`config.mk`:
```
export PLATFORM = sky130hd
export DESIGN_NAME = masked_level_interrupt_controller
export DESIGN_NICKNAME = d
export VERILOG_FILES = /design/src/mlic_pkg.sv /design/src/mlic_core.sv /design/src/masked_level_interrupt_controller.sv
export SDC_FILE = /design/constraint.sdc
export NUM_CORES = 1
export LEC_CHECK = 0
export BUFFER_PORTS_ARGS = -buffer_cell sky130_fd_sc_hd__buf_2
export CAP_MARGIN = 20
export CORE_MARGIN = 2
export CORE_UTILIZATION = 45
export CTS_CLUSTER_SIZE = 25
export DETAILED_ROUTE_END_ITERATION = 12
export SETUP_SLACK_MARGIN = 0.05
export SYNTH_ARGS = -nofsm -noshare
export SYNTH_HDL_FRONTEND = slang
export SYNTH_SLANG_ARGS = --single-unit
```
`constraint.sdc`:
```
create_clock -name clock -period 14 [get_ports clock]
set_input_delay 0.7 -clock clock [delete_from_list [all_inputs] [get_ports clock]]
set_output_delay 0.7 -clock clock [all_outputs]
set_load 0.02 [all_outputs]
```
`src/mlic_pkg.sv`:
```
// ----------------------------------------------------------------------------
// mlic_pkg
// Word types, command and register codes, and basic pending layout for the
// masked level interrupt controller.
// ----------------------------------------------------------------------------
package mlic_pkg;

   typedef struct packed {
      logic [1:0]  command;
      logic [3:0]  reg_index;
      logic [31:0] write_data;
      logic [63:0] gpu_lines;
      logic [7:0]  arm_lines;
   } req_word_type;

   typedef struct packed {
      logic [31:0] read_data;
      logic        irq_out;
      logic        fiq_out;
   } rsp_word_type;

   localparam logic [1:0] CMD_READ   = 2'd0;
   localparam logic [1:0] CMD_WRITE  = 2'd1;
   localparam logic [1:0] CMD_UPDATE = 2'd2;

   localparam logic [3:0] REG_BASIC = 4'd0;
   localparam logic [3:0] REG_PEND1 = 4'd1;
   localparam logic [3:0] REG_PEND2 = 4'd2;
   localparam logic [3:0] REG_FIQ   = 4'd3;
   localparam logic [3:0] REG_EN1   = 4'd4;
   localparam logic [3:0] REG_EN2   = 4'd5;
   localparam logic [3:0] REG_ENB   = 4'd6;
   localparam logic [3:0] REG_DIS1  = 4'd7;
   localparam logic [3:0] REG_DIS2  = 4'd8;
   localparam logic [3:0] REG_DISB  = 4'd9;

   localparam int FIQ_ON_BIT = 7;
   localparam logic [6:0] FIQ_SOURCES = 7'd72;

   localparam logic [31:0] SHORT1_MASK = 32'h000C_0680;
   localparam logic [31:0] SHORT2_MASK = 32'h43E0_0000;

   localparam int BASIC_BANK1_BIT = 8;
   localparam int BASIC_BANK2_BIT = 9;
   localparam int BASIC_SHORT_LSB = 10;
   localparam int SHORTCUT_COUNT  = 11;

   localparam logic [5:0] SHORTCUT_POS [SHORTCUT_COUNT] = '{
      6'd7, 6'd9, 6'd10, 6'd18, 6'd19, 6'd53, 6'd54, 6'd55, 6'd56, 6'd57, 6'd62
   };

endpackage

```
`src/mlic_core.sv`:
```
// ----------------------------------------------------------------------------
// mlic_core
// Enable, level and FIQ control registers with the single-pass update and
// readback logic for one staged request word.
// ----------------------------------------------------------------------------
module mlic_core
   import mlic_pkg::*;
#(
   parameter int GPU_SOURCES = 64,
   parameter int ARM_SOURCES = 8
) (
   input  logic         clock,
   input  logic         reset,
   input  logic         fire,
   input  req_word_type item,
   output rsp_word_type result
);

   localparam logic [63:0] GpuMask = (GPU_SOURCES >= 64) ? {64{1'b1}} :
                                     ((64'd1 << GPU_SOURCES) - 64'd1);
   localparam logic [7:0]  ArmMask = (ARM_SOURCES >= 8) ? 8'hFF :
                                     8'(((9'd1 << ARM_SOURCES) - 9'd1));

   logic [63:0] gpu_enable_ff, gpu_enable_in;
   logic [7:0]  arm_enable_ff, arm_enable_in;
   logic [7:0]  fiq_setting_ff, fiq_setting_in;
   logic [63:0] gpu_level_ff, gpu_level_in;
   logic [7:0]  arm_level_ff, arm_level_in;

   logic [63:0] gpu_pend;
   logic [7:0]  arm_pend;
   logic [31:0] basic;
   logic [71:0] fiq_lines;
   logic [6:0]  fiq_sel;
   logic        fiq;

   always_comb begin
      gpu_enable_in  = gpu_enable_ff;
      arm_enable_in  = arm_enable_ff;
      fiq_setting_in = fiq_setting_ff;
      gpu_level_in   = gpu_level_ff;
      arm_level_in   = arm_level_ff;
      if (item.command == CMD_UPDATE) begin
         gpu_level_in = item.gpu_lines & GpuMask;
         arm_level_in = item.arm_lines & ArmMask;
      end else if (item.command == CMD_WRITE) begin
         unique case (item.reg_index)
            REG_FIQ:  fiq_setting_in = item.write_data[7:0];
            REG_EN1:  gpu_enable_in = gpu_enable_ff | ({32'd0, item.write_data} & GpuMask);
            REG_EN2:  gpu_enable_in = gpu_enable_ff | ({item.write_data, 32'd0} & GpuMask);
            REG_ENB:  arm_enable_in = arm_enable_ff | (item.write_data[7:0] & ArmMask);
            REG_DIS1: gpu_enable_in = gpu_enable_ff & ~{32'd0, item.write_data};
            REG_DIS2: gpu_enable_in = gpu_enable_ff & ~{item.write_data, 32'd0};
            REG_DISB: arm_enable_in = arm_enable_ff & ~item.write_data[7:0];
            default:  ;
         endcase
      end
   end

   // readback reflects the state after this word
   always_comb begin
      gpu_pend = gpu_level_in & gpu_enable_in;
      arm_pend = arm_level_in & arm_enable_in;
      basic = 32'd0;
      basic[7:0] = arm_pend;
      basic[BASIC_BANK1_BIT] = |(gpu_pend[31:0] & ~SHORT1_MASK);
      basic[BASIC_BANK2_BIT] = |(gpu_pend[63:32] & ~SHORT2_MASK);
      for (int i = 0; i < SHORTCUT_COUNT; i++) begin
         basic[BASIC_SHORT_LSB + i] = gpu_pend[SHORTCUT_POS[i]];
      end
   end

   always_comb begin
      fiq_lines = {arm_level_in, gpu_level_in};
      fiq_sel   = fiq_setting_in[6:0];
      fiq       = 1'b0;
      if (fiq_setting_in[FIQ_ON_BIT] && (fiq_sel < FIQ_SOURCES)) begin
         fiq = fiq_lines[fiq_sel];
      end
   end

   always_comb begin
      result.read_data = 32'd0;
      if (item.command == CMD_READ) begin
         unique case (item.reg_index) inside
            REG_BASIC:          result.read_data = basic;
            REG_PEND1:          result.read_data = gpu_pend[31:0];
            REG_PEND2:          result.read_data = gpu_pend[63:32];
            REG_FIQ:            result.read_data = {24'd0, fiq_setting_in};
            REG_EN1, REG_DIS1:  result.read_data = gpu_enable_in[31:0];
            REG_EN2, REG_DIS2:  result.read_data = gpu_enable_in[63:32];
            REG_ENB, REG_DISB:  result.read_data = {24'd0, arm_enable_in};
            default:            result.read_data = 32'd0;
         endcase
      end
      result.irq_out = (|gpu_pend) || (|arm_pend);
      result.fiq_out = fiq;
   end

   always_ff @(posedge clock) begin
      if (reset) begin
         gpu_enable_ff  <= '0;
         arm_enable_ff  <= '0;
         fiq_setting_ff <= '0;
         gpu_level_ff   <= '0;
         arm_level_ff   <= '0;
      end else if (fire) begin
         gpu_enable_ff  <= gpu_enable_in;
         arm_enable_ff  <= arm_enable_in;
         fiq_setting_ff <= fiq_setting_in;
         gpu_level_ff   <= gpu_level_in;
         arm_level_ff   <= arm_level_in;
      end
   end

   a_enable_in_range: assert property (@(posedge clock) disable iff (reset)
      ((gpu_enable_ff & ~GpuMask) == 64'd0) && ((arm_enable_ff & ~ArmMask) == 8'd0))
      else $error("enable bit set beyond configured sources");

   a_level_in_range: assert property (@(posedge clock) disable iff (reset)
      ((gpu_level_ff & ~GpuMask) == 64'd0) && ((arm_level_ff & ~ArmMask) == 8'd0))
      else $error("level bit set beyond configured sources");

   a_read_only_data: assert property (@(posedge clock) disable iff (reset)
      (item.command != CMD_READ) |-> (result.read_data == 32'd0))
      else $error("nonzero read data on non-read word");

   a_read_keeps_state: assert property (@(posedge clock) disable iff (reset)
      (fire && (item.command == CMD_READ)) |=>
         ($stable(gpu_enable_ff) && $stable(arm_enable_ff) && $stable(fiq_setting_ff)
          && $stable(gpu_level_ff) && $stable(arm_level_ff)))
      else $error("state changed on register read");

endmodule

```
`src/masked_level_interrupt_controller.sv`:
```
// ----------------------------------------------------------------------------
// masked_level_interrupt_controller
// Banked level-sensitive interrupt controller with enable set/clear registers,
// pending readback, irq summary and FIQ source select.
// ----------------------------------------------------------------------------
// One request word is taken every clock while rsp_stall is low; each word
// passes through the input register, then the response register, which is
// loaded once it is free; rsp_valid rises when the response register holds
// the response. Register access and line sampling each take one pass
// through the mlic_core logic, which updates state and forms the response
// from the updated state. req_stall rises only while both the input register
// and the response register are full and the response is held off.
module masked_level_interrupt_controller
   import mlic_pkg::*;
#(
   parameter int GPU_SOURCES = 64,
   parameter int ARM_SOURCES = 8
) (
   input  logic         clock,
   input  logic         reset,
   input  logic         req_valid,
   output logic         req_stall,
   input  req_word_type req_word,
   output logic         rsp_valid,
   input  logic         rsp_stall,
   output rsp_word_type rsp_word
);

   logic         stage_valid_ff, stage_valid_in;
   req_word_type stage_word_ff;
   logic         rsp_valid_ff, rsp_valid_in;
   rsp_word_type rsp_word_ff;
   rsp_word_type result;
   logic         out_free;
   logic         fire;
   logic         req_take;

   assign out_free  = !rsp_valid_ff || !rsp_stall;
   assign fire      = stage_valid_ff && out_free;
   assign req_stall = stage_valid_ff && !out_free;
   assign req_take  = req_valid && !req_stall;

   assign stage_valid_in = req_take || (stage_valid_ff && !fire);
   assign rsp_valid_in   = fire || (rsp_valid_ff && rsp_stall);

   mlic_core #(
      .GPU_SOURCES(GPU_SOURCES),
      .ARM_SOURCES(ARM_SOURCES)
   ) u_core (
      .clock  (clock),
      .reset  (reset),
      .fire   (fire),
      .item   (stage_word_ff),
      .result (result)
   );

   always_ff @(posedge clock) begin
      if (reset) begin
         stage_valid_ff <= 1'b0;
         rsp_valid_ff   <= 1'b0;
      end else begin
         stage_valid_ff <= stage_valid_in;
         rsp_valid_ff   <= rsp_valid_in;
      end
   end

   always_ff @(posedge clock) begin
      if (req_take) begin
         stage_word_ff <= req_word;
      end
      if (fire) begin
         rsp_word_ff <= result;
      end
   end

   assign rsp_valid = rsp_valid_ff;
   assign rsp_word  = rsp_word_ff;

   a_take_fills_stage: assert property (@(posedge clock) disable iff (reset)
      req_take |=> stage_valid_ff)
      else $error("accepted word not staged");

   a_fire_fills_rsp: assert property (@(posedge clock) disable iff (reset)
      fire |=> rsp_valid_ff)
      else $error("processed word lost before response register");

   a_blocked_stage_holds: assert property (@(posedge clock) disable iff (reset)
      (stage_valid_ff && !out_free) |=> (stage_valid_ff && $stable(stage_word_ff)))
      else $error("blocked staged word dropped or changed");

endmodule

```
==> results.txt <==
Sink Count -> 298
leak pwr -> 0.00574 µW
Layout Cells excl Fill -> 2005
pin count of the biggest net entering global routing -> 89
total number of vias -> 12200
Post-Route Setup TNS -> 0 ns
Post-Syn Nets -> 1592
layout cells sized above 1 -> 16.8%
CP Depth -> 8
R2R setup slack -> 9.30 ns
outcome -> completed
die area -> 33300 µm²
Hold Crit Depth -> 1
CP top delay family -> simple AND/OR/NAND/NOR gates
antenna diode count -> 0
Setup CP Type -> reg -> reg
DP Cell Count -> 1943
fmax -> 213 MHz
Fill cells -> 2886
global-route wire length before repair -> 75100 µm
xor and xnor area share after synthesis -> 0%
count of cell types in the netlist -> 68
final net count -> 1692
Hold EP -> stage_word_ff[17]
DRT Pass-1 Iters -> 6
adder-cell share of the synthesized area -> 0%
Vias/cell -> 6.08
GRT overflow -> 0
RSZ-0062 raised after global routing -> false
reg2reg start -> stage_word_ff[105]
slowest CP cell -> edfxtp_1
Seq/Total Area, Yosys -> 51.7%
synth-to-layout area growth -> 15.2%
largest area contributor in the netlist -> edfxtp_1
final setup fails -> 0
crit start category -> register
largest family of logic cells by synthesized area -> compound AO/OA/AOI/OAI gates
mux cell area share after synthesis -> 7.74%
DIE WIDTH -> 182 µm
I/O Buffers -> 149
slew of the pin with the lowest slew margin -> 1.14 ns
critical path peak fanout -> 27
routed wire length -> 51100 µm
core area -> 31500 µm²
Hold Path Class -> in -> reg
post-CTS setup buffers -> 0
Final Critical Period -> 4.70 ns
Final Max Tran Viols -> 0
skew final -> 0.0218 ns
max_slew headroom -> 23.6%
Final ANT Viol Nets -> 0
initial core utilization -> 45.5%
DRC viols -> 0
EDFF count, synth -> 144
Max VDD drop -> 106 µV
Worst Hold Launch -> req_word[17]
pwr dens -> 131 nW/µm²
asr flop ratio synth -> 0%
Data arrival, critical path -> 5.08 ns
Final Cycle Share -> 33.5%
Final Total Pwr -> 2160 µW
buffers plus inverters on the worst setup path -> 0
Worst setup EP type -> register
Worst Reg-to-Reg Cells -> 8
TritonCTS clock tree -> yes
Ys Warns -> 0
# IOs -> 150
Synth Area in Compound Gates -> 20.9%
# Max-Cap Violations -> 0
worst-case clock buffer depth -> 3
CTS Buf Count -> 34
CP Data Required Time -> 14.38 ns
Crit path largest cell delay -> 1.09 ns
Initial DRC Count -> 1312
Yosys reg bits -> 298
routed len/inst -> 25.5 µm
top post-synthesis cells by area -> edfxtp_1 30%, dfxtp_1 22%, mux2i_1 5.6%
initial antenna violation count -> 0
dpl hpwl -> 36600 µm
Synth Flop Type -> dfxtp_1
Tot GR Track Use -> 30.7%
vias in the first global route -> 11300
Mapped Cells -> 1478
Core Rows -> 65
DP Worst Slack -> 9.59 ns
Worst R2R End -> rsp_word[0]
Hold-fix buffers, CTS -> 0
post-synthesis cell area -> 14300 µm²
final worst hold slack -> 0.336 ns
Avg Cell Area, Syn -> 9.69 µm²
crit path cell chain -> nand4bb_1, o21ai_1, and2_1, mux4_2, a22oi_1, a21oi_1, a311o_1, a41oi_2
Synth Area in Simple Gates -> 15.0%
H-tree depth -> 2
Synth top area share -> 30.2%
Root Buffer -> clkbuf_16
clk slew on worst S/H paths -> 0.07 ns
latest clock arrival within the worst-skew pair -> 0.53 ns
Final Hold Fails -> 0
Worst Slack Setup Final -> 9.30 ns
post-CTS sizing -> 0
routability-driven placement congestion ratio -> 0.953
Die Y -> 182 µm
[kinds of logic (layout without fill, tap and decap cells)]
logic type,Yosys count,in the layout
AND/OR/NAND/NOR,489,489
AO/OA/AOI/OAI,447,447
flip-flops,298,298
buffers and inverters,150,275
multiplexers,94,94
[where the power goes]
| group | switching, µW | internal [µW] |
|---|---|---|
| sequential | 32.6 | 961 |
| clock | 354 | 572 |
| combinational | 160 | 79.1 |
[cells in the mapped netlist, drive strengths merged (4+ instances only)]
cell type	n
nand2	208
dfxtp	154
edfxtp	144
nor2	142
a21oi	136
clkbuf	83
mux2i	80
a211oi	74
o21ai	64
a22oi	46
nand3	45
buf	34
inv	33
nor3	21
nand2b	19
o21a	18
nand4	14
a22o	13
mux4	13
o31ai	13
o41ai	13
nor2b	10
o22ai	10
a31oi	8
a221oi	7
and2	7
nor4	7
o22a	5
a2111oi	4
a31o	4
and3	4
[placed cells by master, fill, tap and decap left out, types with 10 or more instances in the layout]
| cell type | instances |
|---|---|
| a211oi_1 | 74 |
| a21oi_1 | 136 |
| a22o_1 | 13 |
| a22oi_1 | 46 |
| buf_2 | 148 |
| buf_4 | 32 |
| clkbuf_1 | 12 |
| clkbuf_16 | 37 |
| dfxtp_1 | 154 |
| edfxtp_1 | 144 |
| inv_1 | 32 |
| mux2i_1 | 80 |
| mux4_2 | 13 |
| nand2_1 | 206 |
| nand2b_1 | 19 |
| nand3_1 | 45 |
| nand4_1 | 14 |
| nor2_1 | 140 |
| nor3_1 | 20 |
| o21a_1 | 18 |
| o21ai_0 | 62 |
| o22ai_1 | 10 |
| o41ai_1 | 13 |
[stage by stage]
step	cell area, µm²	utilization (%)
2_1_floorplan	14300	-
4_1_cts	16500	52.3
6_report	16500	52.4
5_1_grt	16500	52.4
3_3_place_gp	15300	48.7
3_5_place_dp	15300	48.7
[final cells by class]
type                            instances  area, µm²  area share [%]
Clock buffer                           52       1010            6.13
Clock inverter                          9        146           0.887
Inverter                               33        129           0.781
Multi-Input combinational cell       1030       6290            38.1
Sequential cell                       298       7410            44.9
Tap cell                              402        503            3.05
Timing Repair Buffer                  181       1010            6.11
[per-layer routing]
metal	part of all wire [%]	vias to the layer above	GRT usage (%)
met1	43	5904	41.8
met5	0	-	0
met4	4.5	0	12.7
met2	47	513	49.5
met3	5.6	114	3.93
li1	-	5664	-
[registers in the layout, indices dropped and copies added, names as in the netlist]
| signal | count |
|---|---|
| stage_word_ff | 110 |
| u_core.gpu_enable_ff | 64 |
| u_core.gpu_level_ff | 64 |
| rsp_word | 34 |
| u_core.arm_enable_ff | 8 |
| u_core.arm_level_ff | 8 |
| u_core.fiq_setting_ff | 8 |
| rsp_valid | 1 |
| stage_valid_ff | 1 |
[how the worst max path moves through the flow]
stage,from,to,slack [ns]
2_1_floorplan,rsp_stall,stage_word_ff[0],7.63
3_5_place_dp,stage_word_ff[105],rsp_word[0],9.59
3_3_place_gp,stage_word_ff[105],rsp_word[0],9.54
6_report,stage_word_ff[105],rsp_word[0],9.30
5_1_grt,stage_word_ff[105],rsp_word[0],9.26
4_1_cts,stage_word_ff[105],rsp_word[0],9.57
No activity file was read; power rests on OpenSTA's default activity.
